**src/sv/line_segment_clipper_assert.svh**
```systemverilog
// Assertion macros shared by the line segment clipper modules.
// Expects signals named clk and rst_n in the scope of use.
`ifndef LINE_SEGMENT_CLIPPER_ASSERT_SVH
`define LINE_SEGMENT_CLIPPER_ASSERT_SVH

// Same-cycle implication, disabled during reset.
`define LSC_ASSERT_IMP(lbl, ante, cons, msg) \
    lbl: assert property (@(posedge clk) disable iff (!rst_n) (ante) |-> (cons)) \
        else $error(msg);

// Next-cycle implication, disabled during reset.
`define LSC_ASSERT_NXT(lbl, ante, cons, msg) \
    lbl: assert property (@(posedge clk) disable iff (!rst_n) (ante) |=> (cons)) \
        else $error(msg);

`endif

```
**src/sv/lsc_pkg.sv**
```systemverilog
// Shared constants and types for the line segment clipper.
// No dependencies.
package lsc_pkg;

    localparam int LSC_COORD_BITS    = 16;
    localparam int LSC_MAX_CLIPS     = 4;
    localparam int LSC_STEP_BITS     = $clog2(LSC_MAX_CLIPS + 1);
    localparam int LSC_WIN_RESET     = 150;
    localparam int LSC_ADDR_BITS     = 4;
    localparam int LSC_APB_DATA_BITS = 32;

    // register map, word index
    typedef enum logic [1:0] {
        REG_XMIN,
        REG_XMAX,
        REG_YMIN,
        REG_YMAX
    } lsc_reg_t;

    // outcode bit positions
    localparam int OC_LEFT   = 0;
    localparam int OC_RIGHT  = 1;
    localparam int OC_BOTTOM = 2;
    localparam int OC_TOP    = 3;

    typedef logic [3:0] lsc_outcode_t;

    // status of the shared multiply/divide unit
    typedef struct packed {
        logic busy;
        logic done;
    } lsc_md_stat_t;

endpackage

```
**src/sv/line_segment_clipper.sv**
```systemverilog
// Cohen-Sutherland line segment clipper, top level.
// Depends on lsc_pkg, lsc_cfg and lsc_muldiv.
//
// Usage:
//   s_* channel takes one segment per transfer; s_tdata = {by, bx, ay, ax},
//   ax in the low COORD_BITS. m_* channel returns one result per segment:
//   m_tuser[0] = accepted, m_tdata = {clip_by, clip_bx, clip_ay, clip_ax}
//   (all zero when the segment is rejected).
//   The APB port holds the window: xmin, xmax, ymin, ymax at byte 0/4/8/12.
//   Write it only while no segment is in flight.
// Timing: s_tready is high only while the sequencer is idle. A segment makes
//   0..4 edge crossings between its transfer and the result. The next
//   transfer can follow in the cycle after the result is loaded. Each crossing
//   runs once through the single shared multiply/divide unit, one quotient bit
//   a cycle; a crossing far off the coordinate range clamps early and is shorter.
// The result sits in an output register; while the receiver stalls the next
//   segment is taken and computed, and the sequencer waits only when a second
//   result is ready before the first left.
// Reset: asynchronous, active low; window returns to +-150, both channels empty.
`include "line_segment_clipper_assert.svh"
module line_segment_clipper #(
    parameter  int COORD_BITS = lsc_pkg::LSC_COORD_BITS,
    localparam int TDATA_BITS = ((4 * COORD_BITS + 7) / 8) * 8
) (
    input  logic                                   clk,
    input  logic                                   rst_n,
    // APB configuration
    input  logic                                   psel,
    input  logic                                   penable,
    input  logic                                   pwrite,
    input  logic [lsc_pkg::LSC_ADDR_BITS-1:0]      paddr,
    input  logic [lsc_pkg::LSC_APB_DATA_BITS-1:0]  pwdata,
    output logic [lsc_pkg::LSC_APB_DATA_BITS-1:0]  prdata,
    output logic                                   pready,
    // segment in
    input  logic                                   s_tvalid,
    output logic                                   s_tready,
    input  logic [TDATA_BITS-1:0]                  s_tdata,  // ax, ay, bx, by
    // result out
    output logic                                   m_tvalid,
    input  logic                                   m_tready,
    output logic [TDATA_BITS-1:0]                  m_tdata,  // clip_ax, clip_ay, clip_bx, clip_by
    output logic [0:0]                             m_tuser   // accepted
);
    import lsc_pkg::*;

    localparam int DW = COORD_BITS + 1;   // coordinate differences
    localparam int QW = COORD_BITS + 3;   // clamped quotient and sum

    typedef logic signed [COORD_BITS-1:0] coord_t;
    typedef logic signed [DW-1:0]         diff_t;
    typedef logic signed [QW-1:0]         wide_t;

    localparam coord_t C_HI = {1'b0, {(COORD_BITS-1){1'b1}}};
    localparam coord_t C_LO = {1'b1, {(COORD_BITS-1){1'b0}}};

    typedef enum logic [2:0] {
        S_IDLE,
        S_TEST,
        S_CALC,
        S_FIN,
        S_DONE
    } state_t;

    // window
    coord_t win_xmin;
    coord_t win_xmax;
    coord_t win_ymin;
    coord_t win_ymax;

    // sequencer and working registers
    state_t                   state_reg;
    coord_t                   x0_reg;
    coord_t                   y0_reg;
    coord_t                   x1_reg;
    coord_t                   y1_reg;
    logic [LSC_STEP_BITS-1:0] steps_reg;
    logic                     acc_reg;
    coord_t                   p0_reg;
    coord_t                   edge_reg;
    diff_t                    dp_reg;
    diff_t                    de_reg;
    diff_t                    dq_reg;
    logic                     horiz_reg;   // crossing a vertical edge: x fixed
    logic                     sel1_reg;    // moving endpoint b
    logic                     start_reg;
    logic                     m_tvalid_reg;
    logic [TDATA_BITS-1:0]    m_tdata_reg;
    logic [0:0]               m_tuser_reg;

    // combinational
    lsc_outcode_t c0;
    lsc_outcode_t c1;
    lsc_outcode_t csel;
    logic         horiz;
    coord_t       edge_sel;
    coord_t       p0;
    coord_t       p1;
    coord_t       q0;
    coord_t       q1;
    wide_t        md_q;
    lsc_md_stat_t md_stat;
    wide_t        cross_sum;
    coord_t       cross_val;
    coord_t       nx;
    coord_t       ny;
    logic         out_load;

    function automatic lsc_outcode_t outcode(input coord_t x, input coord_t y,
                                             input coord_t xmin, input coord_t xmax,
                                             input coord_t ymin, input coord_t ymax);
        lsc_outcode_t c;
        c = '0;
        if (y > ymax)
            c[OC_TOP] = 1'b1;
        else if (y < ymin)
            c[OC_BOTTOM] = 1'b1;
        if (x > xmax)
            c[OC_RIGHT] = 1'b1;
        else if (x < xmin)
            c[OC_LEFT] = 1'b1;
        return c;
    endfunction

    function automatic coord_t csat(input wide_t v);
        if (v > QW'(C_HI))
            return C_HI;
        else if (v < QW'(C_LO))
            return C_LO;
        else
            return v[COORD_BITS-1:0];
    endfunction

    lsc_cfg #(
        .COORD_BITS (COORD_BITS)
    ) u_cfg (
        .clk      (clk),
        .rst_n    (rst_n),
        .psel     (psel),
        .penable  (penable),
        .pwrite   (pwrite),
        .paddr    (paddr),
        .pwdata   (pwdata),
        .prdata   (prdata),
        .pready   (pready),
        .win_xmin (win_xmin),
        .win_xmax (win_xmax),
        .win_ymin (win_ymin),
        .win_ymax (win_ymax)
    );

    lsc_muldiv #(
        .COORD_BITS (COORD_BITS)
    ) u_muldiv (
        .clk   (clk),
        .rst_n (rst_n),
        .start (start_reg),
        .dp    (dp_reg),
        .de    (de_reg),
        .dq    (dq_reg),
        .q     (md_q),
        .stat  (md_stat)
    );

    assign c0   = outcode(x0_reg, y0_reg, win_xmin, win_xmax, win_ymin, win_ymax);
    assign c1   = outcode(x1_reg, y1_reg, win_xmin, win_xmax, win_ymin, win_ymax);
    assign csel = (c0 != '0) ? c0 : c1;

    // edge priority: top, bottom, right, left
    always_comb
    begin
        priority if (csel[OC_TOP])
        begin
            horiz    = 1'b0;
            edge_sel = win_ymax;
        end
        else if (csel[OC_BOTTOM])
        begin
            horiz    = 1'b0;
            edge_sel = win_ymin;
        end
        else if (csel[OC_RIGHT])
        begin
            horiz    = 1'b1;
            edge_sel = win_xmax;
        end
        else
        begin
            horiz    = 1'b1;
            edge_sel = win_xmin;
        end
    end

    // p runs along the edge, q across it
    assign p0 = horiz ? y0_reg : x0_reg;
    assign p1 = horiz ? y1_reg : x1_reg;
    assign q0 = horiz ? x0_reg : y0_reg;
    assign q1 = horiz ? x1_reg : y1_reg;

    assign cross_sum = QW'(p0_reg) + md_q;
    assign cross_val = (dq_reg == '0) ? p0_reg : csat(cross_sum);
    assign nx        = horiz_reg ? edge_reg : cross_val;
    assign ny        = horiz_reg ? cross_val : edge_reg;

    // output register takes a new result when empty or emptying this cycle
    assign out_load  = (state_reg == S_DONE) && (!m_tvalid_reg || m_tready);

    always_ff @(posedge clk or negedge rst_n)
    begin
        if (!rst_n)
        begin
            state_reg    <= S_IDLE;
            x0_reg       <= '0;
            y0_reg       <= '0;
            x1_reg       <= '0;
            y1_reg       <= '0;
            steps_reg    <= '0;
            acc_reg      <= 1'b0;
            p0_reg       <= '0;
            edge_reg     <= '0;
            dp_reg       <= '0;
            de_reg       <= '0;
            dq_reg       <= '0;
            horiz_reg    <= 1'b0;
            sel1_reg     <= 1'b0;
            start_reg    <= 1'b0;
            m_tvalid_reg <= 1'b0;
            m_tdata_reg  <= '0;
            m_tuser_reg  <= '0;
        end
        else
        begin
            start_reg <= 1'b0;
            if (m_tvalid_reg && m_tready && !out_load)
            begin
                m_tvalid_reg <= 1'b0;
            end
            unique case (state_reg)
                S_IDLE:
                begin
                    if (s_tvalid)
                    begin
                        x0_reg    <= s_tdata[COORD_BITS-1:0];
                        y0_reg    <= s_tdata[2*COORD_BITS-1:COORD_BITS];
                        x1_reg    <= s_tdata[3*COORD_BITS-1:2*COORD_BITS];
                        y1_reg    <= s_tdata[4*COORD_BITS-1:3*COORD_BITS];
                        steps_reg <= '0;
                        state_reg <= S_TEST;
                    end
                end
                S_TEST:
                begin
                    priority if ((c0 | c1) == '0)
                    begin
                        acc_reg   <= 1'b1;
                        state_reg <= S_DONE;
                    end
                    else if (((c0 & c1) != '0) ||
                             (steps_reg == LSC_STEP_BITS'(LSC_MAX_CLIPS)))
                    begin
                        // trivially outside, or still open after the last crossing
                        acc_reg   <= 1'b0;
                        state_reg <= S_DONE;
                    end
                    else
                    begin
                        p0_reg    <= p0;
                        edge_reg  <= edge_sel;
                        dp_reg    <= DW'(p1) - DW'(p0);
                        de_reg    <= DW'(edge_sel) - DW'(q0);
                        dq_reg    <= DW'(q1) - DW'(q0);
                        horiz_reg <= horiz;
                        sel1_reg  <= (c0 == '0);
                        steps_reg <= steps_reg + 1'b1;
                        start_reg <= 1'b1;
                        state_reg <= S_CALC;
                    end
                end
                S_CALC:
                begin
                    if (md_stat.done)
                    begin
                        state_reg <= S_FIN;
                    end
                end
                S_FIN:
                begin
                    if (sel1_reg)
                    begin
                        x1_reg <= nx;
                        y1_reg <= ny;
                    end
                    else
                    begin
                        x0_reg <= nx;
                        y0_reg <= ny;
                    end
                    state_reg <= S_TEST;
                end
                S_DONE:
                begin
                    if (out_load)
                    begin
                        m_tvalid_reg   <= 1'b1;
                        m_tuser_reg[0] <= acc_reg;
                        m_tdata_reg    <= acc_reg ?
                            TDATA_BITS'({y1_reg, x1_reg, y0_reg, x0_reg}) : '0;
                        state_reg      <= S_IDLE;
                    end
                end
                default:
                begin
                    state_reg <= S_IDLE;
                end
            endcase
        end
    end

    assign s_tready = (state_reg == S_IDLE);
    assign m_tvalid = m_tvalid_reg;
    assign m_tdata  = m_tdata_reg;
    assign m_tuser  = m_tuser_reg;

    `LSC_ASSERT_IMP(a_rejected_zero, m_tvalid_reg && !m_tuser_reg[0], m_tdata_reg == '0, "rejected result carries coordinates")
    `LSC_ASSERT_IMP(a_done_in_calc, md_stat.done, state_reg == S_CALC, "divider result outside calc state")
    `LSC_ASSERT_IMP(a_start_idle_unit, start_reg, !md_stat.busy && (steps_reg <= LSC_STEP_BITS'(LSC_MAX_CLIPS)), "crossing started while unit busy or over limit")

endmodule

```
**src/sv/lsc_cfg.sv**
```systemverilog
// APB register file holding the clip window.
// Depends on lsc_pkg.
module lsc_cfg #(
    parameter int COORD_BITS = lsc_pkg::LSC_COORD_BITS
) (
    input  logic                                   clk,
    input  logic                                   rst_n,
    input  logic                                   psel,
    input  logic                                   penable,
    input  logic                                   pwrite,
    input  logic [lsc_pkg::LSC_ADDR_BITS-1:0]      paddr,
    input  logic [lsc_pkg::LSC_APB_DATA_BITS-1:0]  pwdata,
    output logic [lsc_pkg::LSC_APB_DATA_BITS-1:0]  prdata,
    output logic                                   pready,
    output logic signed [COORD_BITS-1:0]           win_xmin,
    output logic signed [COORD_BITS-1:0]           win_xmax,
    output logic signed [COORD_BITS-1:0]           win_ymin,
    output logic signed [COORD_BITS-1:0]           win_ymax
);
    import lsc_pkg::*;

    localparam logic signed [COORD_BITS-1:0] WIN_POS = COORD_BITS'(LSC_WIN_RESET);
    localparam logic signed [COORD_BITS-1:0] WIN_NEG = -WIN_POS;

    logic signed [COORD_BITS-1:0] win_xmin_reg;
    logic signed [COORD_BITS-1:0] win_xmax_reg;
    logic signed [COORD_BITS-1:0] win_ymin_reg;
    logic signed [COORD_BITS-1:0] win_ymax_reg;
    lsc_reg_t                     reg_idx;
    logic                         wr_en;
    logic signed [COORD_BITS-1:0] wr_val;

    assign pready  = 1'b1;
    assign reg_idx = lsc_reg_t'(paddr[LSC_ADDR_BITS-1:2]);
    assign wr_en   = psel & penable & pwrite & pready;
    assign wr_val  = pwdata[COORD_BITS-1:0];

    always_ff @(posedge clk or negedge rst_n)
    begin
        if (!rst_n)
        begin
            win_xmin_reg <= WIN_NEG;
            win_xmax_reg <= WIN_POS;
            win_ymin_reg <= WIN_NEG;
            win_ymax_reg <= WIN_POS;
        end
        else if (wr_en)
        begin
            unique case (reg_idx)
                REG_XMIN: win_xmin_reg <= wr_val;
                REG_XMAX: win_xmax_reg <= wr_val;
                REG_YMIN: win_ymin_reg <= wr_val;
                REG_YMAX: win_ymax_reg <= wr_val;
            endcase
        end
    end

    // reads return the sign-extended value
    always_comb
    begin
        unique case (reg_idx)
            REG_XMIN: prdata = LSC_APB_DATA_BITS'(win_xmin_reg);
            REG_XMAX: prdata = LSC_APB_DATA_BITS'(win_xmax_reg);
            REG_YMIN: prdata = LSC_APB_DATA_BITS'(win_ymin_reg);
            REG_YMAX: prdata = LSC_APB_DATA_BITS'(win_ymax_reg);
        endcase
    end

    assign win_xmin = win_xmin_reg;
    assign win_xmax = win_xmax_reg;
    assign win_ymin = win_ymin_reg;
    assign win_ymax = win_ymax_reg;

endmodule

```
**src/sv/lsc_muldiv.sv**
```systemverilog
// Shared multiply/divide unit: trunc(dp * de / dq), magnitude clamped at 2^(N+1).
// Multiply, range check, then one quotient bit per cycle and the sign. Depends on lsc_pkg.
`include "line_segment_clipper_assert.svh"
module lsc_muldiv #(
    parameter int COORD_BITS = lsc_pkg::LSC_COORD_BITS
) (
    input  logic                          clk,
    input  logic                          rst_n,
    input  logic                          start,
    input  logic signed [COORD_BITS:0]    dp,
    input  logic signed [COORD_BITS:0]    de,
    input  logic signed [COORD_BITS:0]    dq,
    output logic signed [COORD_BITS+2:0]  q,
    output lsc_pkg::lsc_md_stat_t         stat
);
    import lsc_pkg::*;

    localparam int MW = COORD_BITS + 1;     // operand magnitude
    localparam int PW = 2 * MW;             // product
    localparam int QW = MW + 2;             // signed quotient
    localparam int CW = $clog2(MW + 1);
    localparam logic [MW:0]          QSAT   = {1'b1, {MW{1'b0}}};
    localparam logic signed [QW-1:0] QSAT_S = QW'(QSAT);

    typedef enum logic [2:0] {
        M_IDLE,
        M_MUL,
        M_CHK,
        M_DIV,
        M_SIGN
    } md_state_t;

    md_state_t              state_reg;
    logic [MW-1:0]          a_reg;
    logic [MW-1:0]          b_reg;
    logic [MW-1:0]          d_reg;
    logic                   neg_reg;
    logic [PW-1:0]          prod_reg;
    logic [MW-1:0]          rem_reg;
    logic [MW-1:0]          sh_reg;
    logic [CW-1:0]          cnt_reg;
    logic signed [QW-1:0]   q_reg;
    logic                   done_reg;

    logic [MW:0]            trial;
    logic [MW:0]            trial_sub;
    logic                   trial_ge;
    logic                   ovf;

    function automatic logic [MW-1:0] mag(input logic signed [MW-1:0] v);
        return v[MW-1] ? MW'(-v) : MW'(v);
    endfunction

    function automatic logic signed [QW-1:0] apply_sign(input logic [MW:0] m, input logic n);
        logic signed [QW-1:0] sm;
        sm = $signed({1'b0, m});
        return n ? -sm : sm;
    endfunction

    assign trial     = {rem_reg, sh_reg[MW-1]};
    assign trial_sub = trial - {1'b0, d_reg};
    assign trial_ge  = trial >= {1'b0, d_reg};
    // quotient would reach 2^(N+1): clamp (also catches a zero divisor)
    assign ovf       = prod_reg >= {d_reg, {MW{1'b0}}};

    always_ff @(posedge clk or negedge rst_n)
    begin
        if (!rst_n)
        begin
            state_reg <= M_IDLE;
            a_reg     <= '0;
            b_reg     <= '0;
            d_reg     <= '0;
            neg_reg   <= 1'b0;
            prod_reg  <= '0;
            rem_reg   <= '0;
            sh_reg    <= '0;
            cnt_reg   <= '0;
            q_reg     <= '0;
            done_reg  <= 1'b0;
        end
        else
        begin
            done_reg <= 1'b0;
            unique case (state_reg)
                M_IDLE:
                begin
                    if (start)
                    begin
                        a_reg     <= mag(dp);
                        b_reg     <= mag(de);
                        d_reg     <= mag(dq);
                        neg_reg   <= dp[MW-1] ^ de[MW-1] ^ dq[MW-1];
                        state_reg <= M_MUL;
                    end
                end
                M_MUL:
                begin
                    prod_reg  <= PW'(a_reg) * PW'(b_reg);
                    state_reg <= M_CHK;
                end
                M_CHK:
                begin
                    if (ovf)
                    begin
                        q_reg     <= apply_sign(QSAT, neg_reg);
                        done_reg  <= 1'b1;
                        state_reg <= M_IDLE;
                    end
                    else
                    begin
                        rem_reg   <= prod_reg[PW-1:MW];
                        sh_reg    <= prod_reg[MW-1:0];
                        cnt_reg   <= CW'(MW);
                        state_reg <= M_DIV;
                    end
                end
                M_DIV:
                begin
                    rem_reg <= trial_ge ? trial_sub[MW-1:0] : trial[MW-1:0];
                    sh_reg  <= {sh_reg[MW-2:0], trial_ge};
                    cnt_reg <= cnt_reg - 1'b1;
                    if (cnt_reg == CW'(1))
                    begin
                        state_reg <= M_SIGN;
                    end
                end
                M_SIGN:
                begin
                    q_reg     <= apply_sign({1'b0, sh_reg}, neg_reg);
                    done_reg  <= 1'b1;
                    state_reg <= M_IDLE;
                end
                default:
                begin
                    state_reg <= M_IDLE;
                end
            endcase
        end
    end

    assign q         = q_reg;
    assign stat.busy = (state_reg != M_IDLE);
    assign stat.done = done_reg;

    `LSC_ASSERT_IMP(a_md_rem_lt_div, state_reg == M_DIV, rem_reg < d_reg, "remainder not below divisor")
    `LSC_ASSERT_IMP(a_md_q_range, done_reg, (q_reg <= QSAT_S) && (q_reg >= -QSAT_S), "quotient beyond clamp")
    `LSC_ASSERT_IMP(a_md_cnt_range, state_reg == M_DIV, (cnt_reg != '0) && (cnt_reg <= CW'(MW)), "bit counter out of range")

endmodule

```
**config.mk**
```make
export PLATFORM = sky130hd
export DESIGN_NAME = line_segment_clipper
export DESIGN_NICKNAME = d
export VERILOG_FILES = /design/src/sv/lsc_pkg.sv /design/src/sv/line_segment_clipper.sv /design/src/sv/lsc_cfg.sv /design/src/sv/lsc_muldiv.sv
export VERILOG_INCLUDE_DIRS = /design/src /design/src/sv
export SDC_FILE = /design/constraint.sdc
export NUM_CORES = 2
export LEC_CHECK = 0
export ABC_AREA = 1
export BUFFER_PORTS_ARGS = -buffer_cell sky130_fd_sc_hd__buf_4
export CAP_MARGIN = 10
export CORE_ASPECT_RATIO = 1.2
export CORE_MARGIN = 5
export CORE_UTILIZATION = 30
export CTS_CLUSTER_SIZE = 40
export DETAILED_ROUTE_END_ITERATION = 7
export PLACE_DENSITY_LB_ADDON = 0.2
export RECOVER_POWER = 100
export REMOVE_ABC_BUFFERS = 1
export SLEW_MARGIN = 10
export SYNTH_ARGS = -nofsm -noshare
export SYNTH_HDL_FRONTEND = slang
export SYNTH_SLANG_ARGS = --single-unit
```
**constraint.sdc**
```tcl
create_clock -name clk -period 13.5 [get_ports clk]
set_clock_uncertainty 0.1 [all_clocks]
set_input_delay 1.35 -clock clk [delete_from_list [all_inputs] [get_ports clk]]
set_output_delay 1.35 -clock clk [all_outputs]
set_load 0.1 [all_outputs]
```
==> flow_metrics.env <==
export IMPL_netlist_area_leader_share_pct=26.6
export IMPL_drc=0
export IMPL_r2r_cells=26
export IMPL_cp_start_kind="flip-flop"
export IMPL_cts_tree="done"
export IMPL_num_antenna_cells=0
export IMPL_layout_drive_gt1_share_pct=5.36
export IMPL_grt_pass1_vias=33662
export IMPL_ys_warn_count=0
export IMPL_firstDrtPassIters=5
export IMPL_post_cts_buffers=0
export IMPL_post_dp_hpwl_um=101000
export IMPL_grtUsageMet2_pct=35.6
export IMPL_status="complete, but fails checks"
export IMPL_layout_common_cells="nand2_1, inv_1, o21ai_0, dfrtp_1, a21oi_1"
export IMPL_grt_usage_pct=19.1
export IMPL_yosysTopAreaCell="dfrtp_1"
export IMPL_cp_end_kind="flip-flop"
export IMPL_fmax_mhz=111
export IMPL_cp_max_fo=94
export IMPL_async_flop_share_pct=100
export IMPL_vias_per_cell=4.81
export IMPL_ys_seq_elements=435
export IMPL_tightest_slew_ns=5.59
export IMPL_synth_area_leaders="dfrtp_1, nand2_1, fa_1"
export IMPL_ys_seq_area_share_pct=28.8
export IMPL_fin_crit_ns=8.97
export IMPL_antenna_found_initial=0
export IMPL_violations="capacitance limit, slew limit"
export IMPL_syn_area_um2=38000
export IMPL_nFillCells=13638
export IMPL_holdPathStages=2
export IMPL_portBuffers=187
export IMPL_busiest_layer="met2"
export IMPL_syn_inst=5038
export IMPL_die_w_um=335
export IMPL_cts_sinks=435
export IMPL_multi_input_area_um2=23000
export IMPL_synth_cell_type_count=55
export IMPL_core_um2=126000
export IMPL_tns_ns=0
export IMPL_synth_edf_count=0
export IMPL_htreeDepth=2
export IMPL_hold_class="reg -> reg"
export IMPL_max_slew_margin_pct=-273
export IMPL_ys_flop_type="dfrtp_1"
export IMPL_use_met3_pct=1.63
export IMPL_drv_slew=738
export IMPL_layout_commonest_cell="nand2_1"
export IMPL_start_util_pct=30.1
export IMPL_wl_um=128000
export IMPL_die_h_um=400
export IMPL_drtIter0Drc=1935
export IMPL_post_drt_wl_per_cell_um=18.8
export IMPL_area_delta_synth_final_pct=10.9
export IMPL_cts_resized=0
export IMPL_die_area_um2=134000
export IMPL_postRouteAntennaNets=0
export IMPL_fin_area_um2=42100
export IMPL_critical_path_class="reg -> reg"
export IMPL_grt_start_max_net_pins=140
export IMPL_place_area_um2=40800
export IMPL_largest_reg_flops=64
export IMPL_pin_count=207
export IMPL_num_rows=143
export IMPL_insertion_delay_ns=0.61
export IMPL_cts_root_buffer_cell="clkbuf_16"
export IMPL_worstPathArrival_ns=9.33
export IMPL_avgSynthCellArea_um2=7.54
export IMPL_regArea_um2=10900
export IMPL_max_cap_viol_count=15
export IMPL_postCtsHoldBufs=0
export IMPL_setup_violations=0
export IMPL_timing_hold_ws_ns=0.378
export IMPL_grt_overflow=0
export IMPL_vias=32739
export IMPL_grt_pass1_wl_um=200000
export IMPL_clock_path_buffers=3
export IMPL_cts_made_buffers=50
export IMPL_gr_usage_met1_pct=23.3
export IMPL_worstPathRequired_ns=13.86
export IMPL_nets=5769
export IMPL_post_route_period_util_pct=66.5
export IMPL_clk_pin_slew_ns=0.06
export IMPL_hold_viol=0
export IMPL_gp_congestion=0.898
export IMPL_rsz0062_at_grt="false"
-- cells by family (layout without fill, tap and decap cells) --
kind of cell,after synthesis,in the layout,synth area share [%]
simple gates,1809,1809,19.3
compound gates,1042,1042,14.6
buf+inv,1033,1129,10.6
fa+ha+maj,569,569,23.3
flops,435,435,28.8
xor+xnor,137,137,3.16
mux,12,12,0.316
other cells,1,1,0.00988
-- cells in the mapped netlist, types with 12 or more instances --
master     count
nand3_1      162
buf_4         30
fa_1         229
inv_1        793
nor2_1       220
or2_2         23
dfrtp_1      403
nor4_1        19
mux2i_1       12
nand2_1     1300
xor2_1        71
ha_1         340
clkbuf_1     175
o21ai_1       51
a21boi_0      18
buf_2         16
dfstp_2       32
nor3_1        39
o21ai_0      487
xnor2_1       66
nand4_1       18
a31oi_1       13
a21oi_1      386
o2111ai_1     19
-- critical path, cell delays in order, from the launching register on --
cell	delay, ns
dfrtp_1	0.37
inv_1	0.11
ha_1	0.45
nand2_1	0.11
nor2_1	0.29
nand3_1	0.25
nor2_1	0.25
nand2_1	0.16
nand4_1	0.12
nand3_1	0.32
nand2_1	0.21
nor2_1	0.10
nand2_1	0.07
nand2_1	0.49
nor2_1	1.72
buf_4	0.88
o21ai_0	0.33
ha_1	0.56
nand2_1	0.08
o21ai_0	0.63
a21boi_0	0.28
o21ai_0	0.46
nand3b_1	0.13
nand3_1	0.09
nand2_1	0.05
nand2_1	0.06
o21ai_0	0.08
-- through the flow --
stage	util (%)	std cells	setup WS, ns
after floorplan	-	4805	-13.65
after global placement	32.4	6708	6.13
after detailed placement	32.4	6708	6.08
after CTS	33.8	6801	6.06
after global routing	33.4	6801	3.13
final	33.4	6801	4.53
-- final timing paths --
| check | start | end | slack [ns] |
|---|---|---|---|
| setup / recovery | u_cfg.win_xmax[15] | dq_reg[16] | 4.53 |
| hold / removal | edge_reg[3] | edge_reg[3] | 0.38 |
| setup reg to reg | u_cfg.win_xmax[15] | dq_reg[16] | 4.53 |
| hold reg to reg | edge_reg[3] | edge_reg[3] | 0.38 |
| max in group asynchronous | rst_n | dp_reg[5] | 4.93 |
| min in group asynchronous | rst_n | u_cfg.win_xmax[12] | 2.66 |
-- layer usage --
layer / vias up / share of wire, %
li1: 16157 / -
met1: 15724 / 42
met2: 683 / 52
met3: 175 / 3.3
met4: 0 / 3.5
met5: - / 0
-- layout make-up --
class                      count  share of cell area, %
multi-input combinational   3570                   54.6
clock inverter                22                  0.606
sequential                   435                   26.0
inverter                     800                   7.14
clock buffer                  71                   3.57
tap                         1667                   4.95
timing repair buffer         236                   3.18
Power is not shown: default switching activity piles up to over one toggle a cycle in this logic, so the estimate is an artifact.
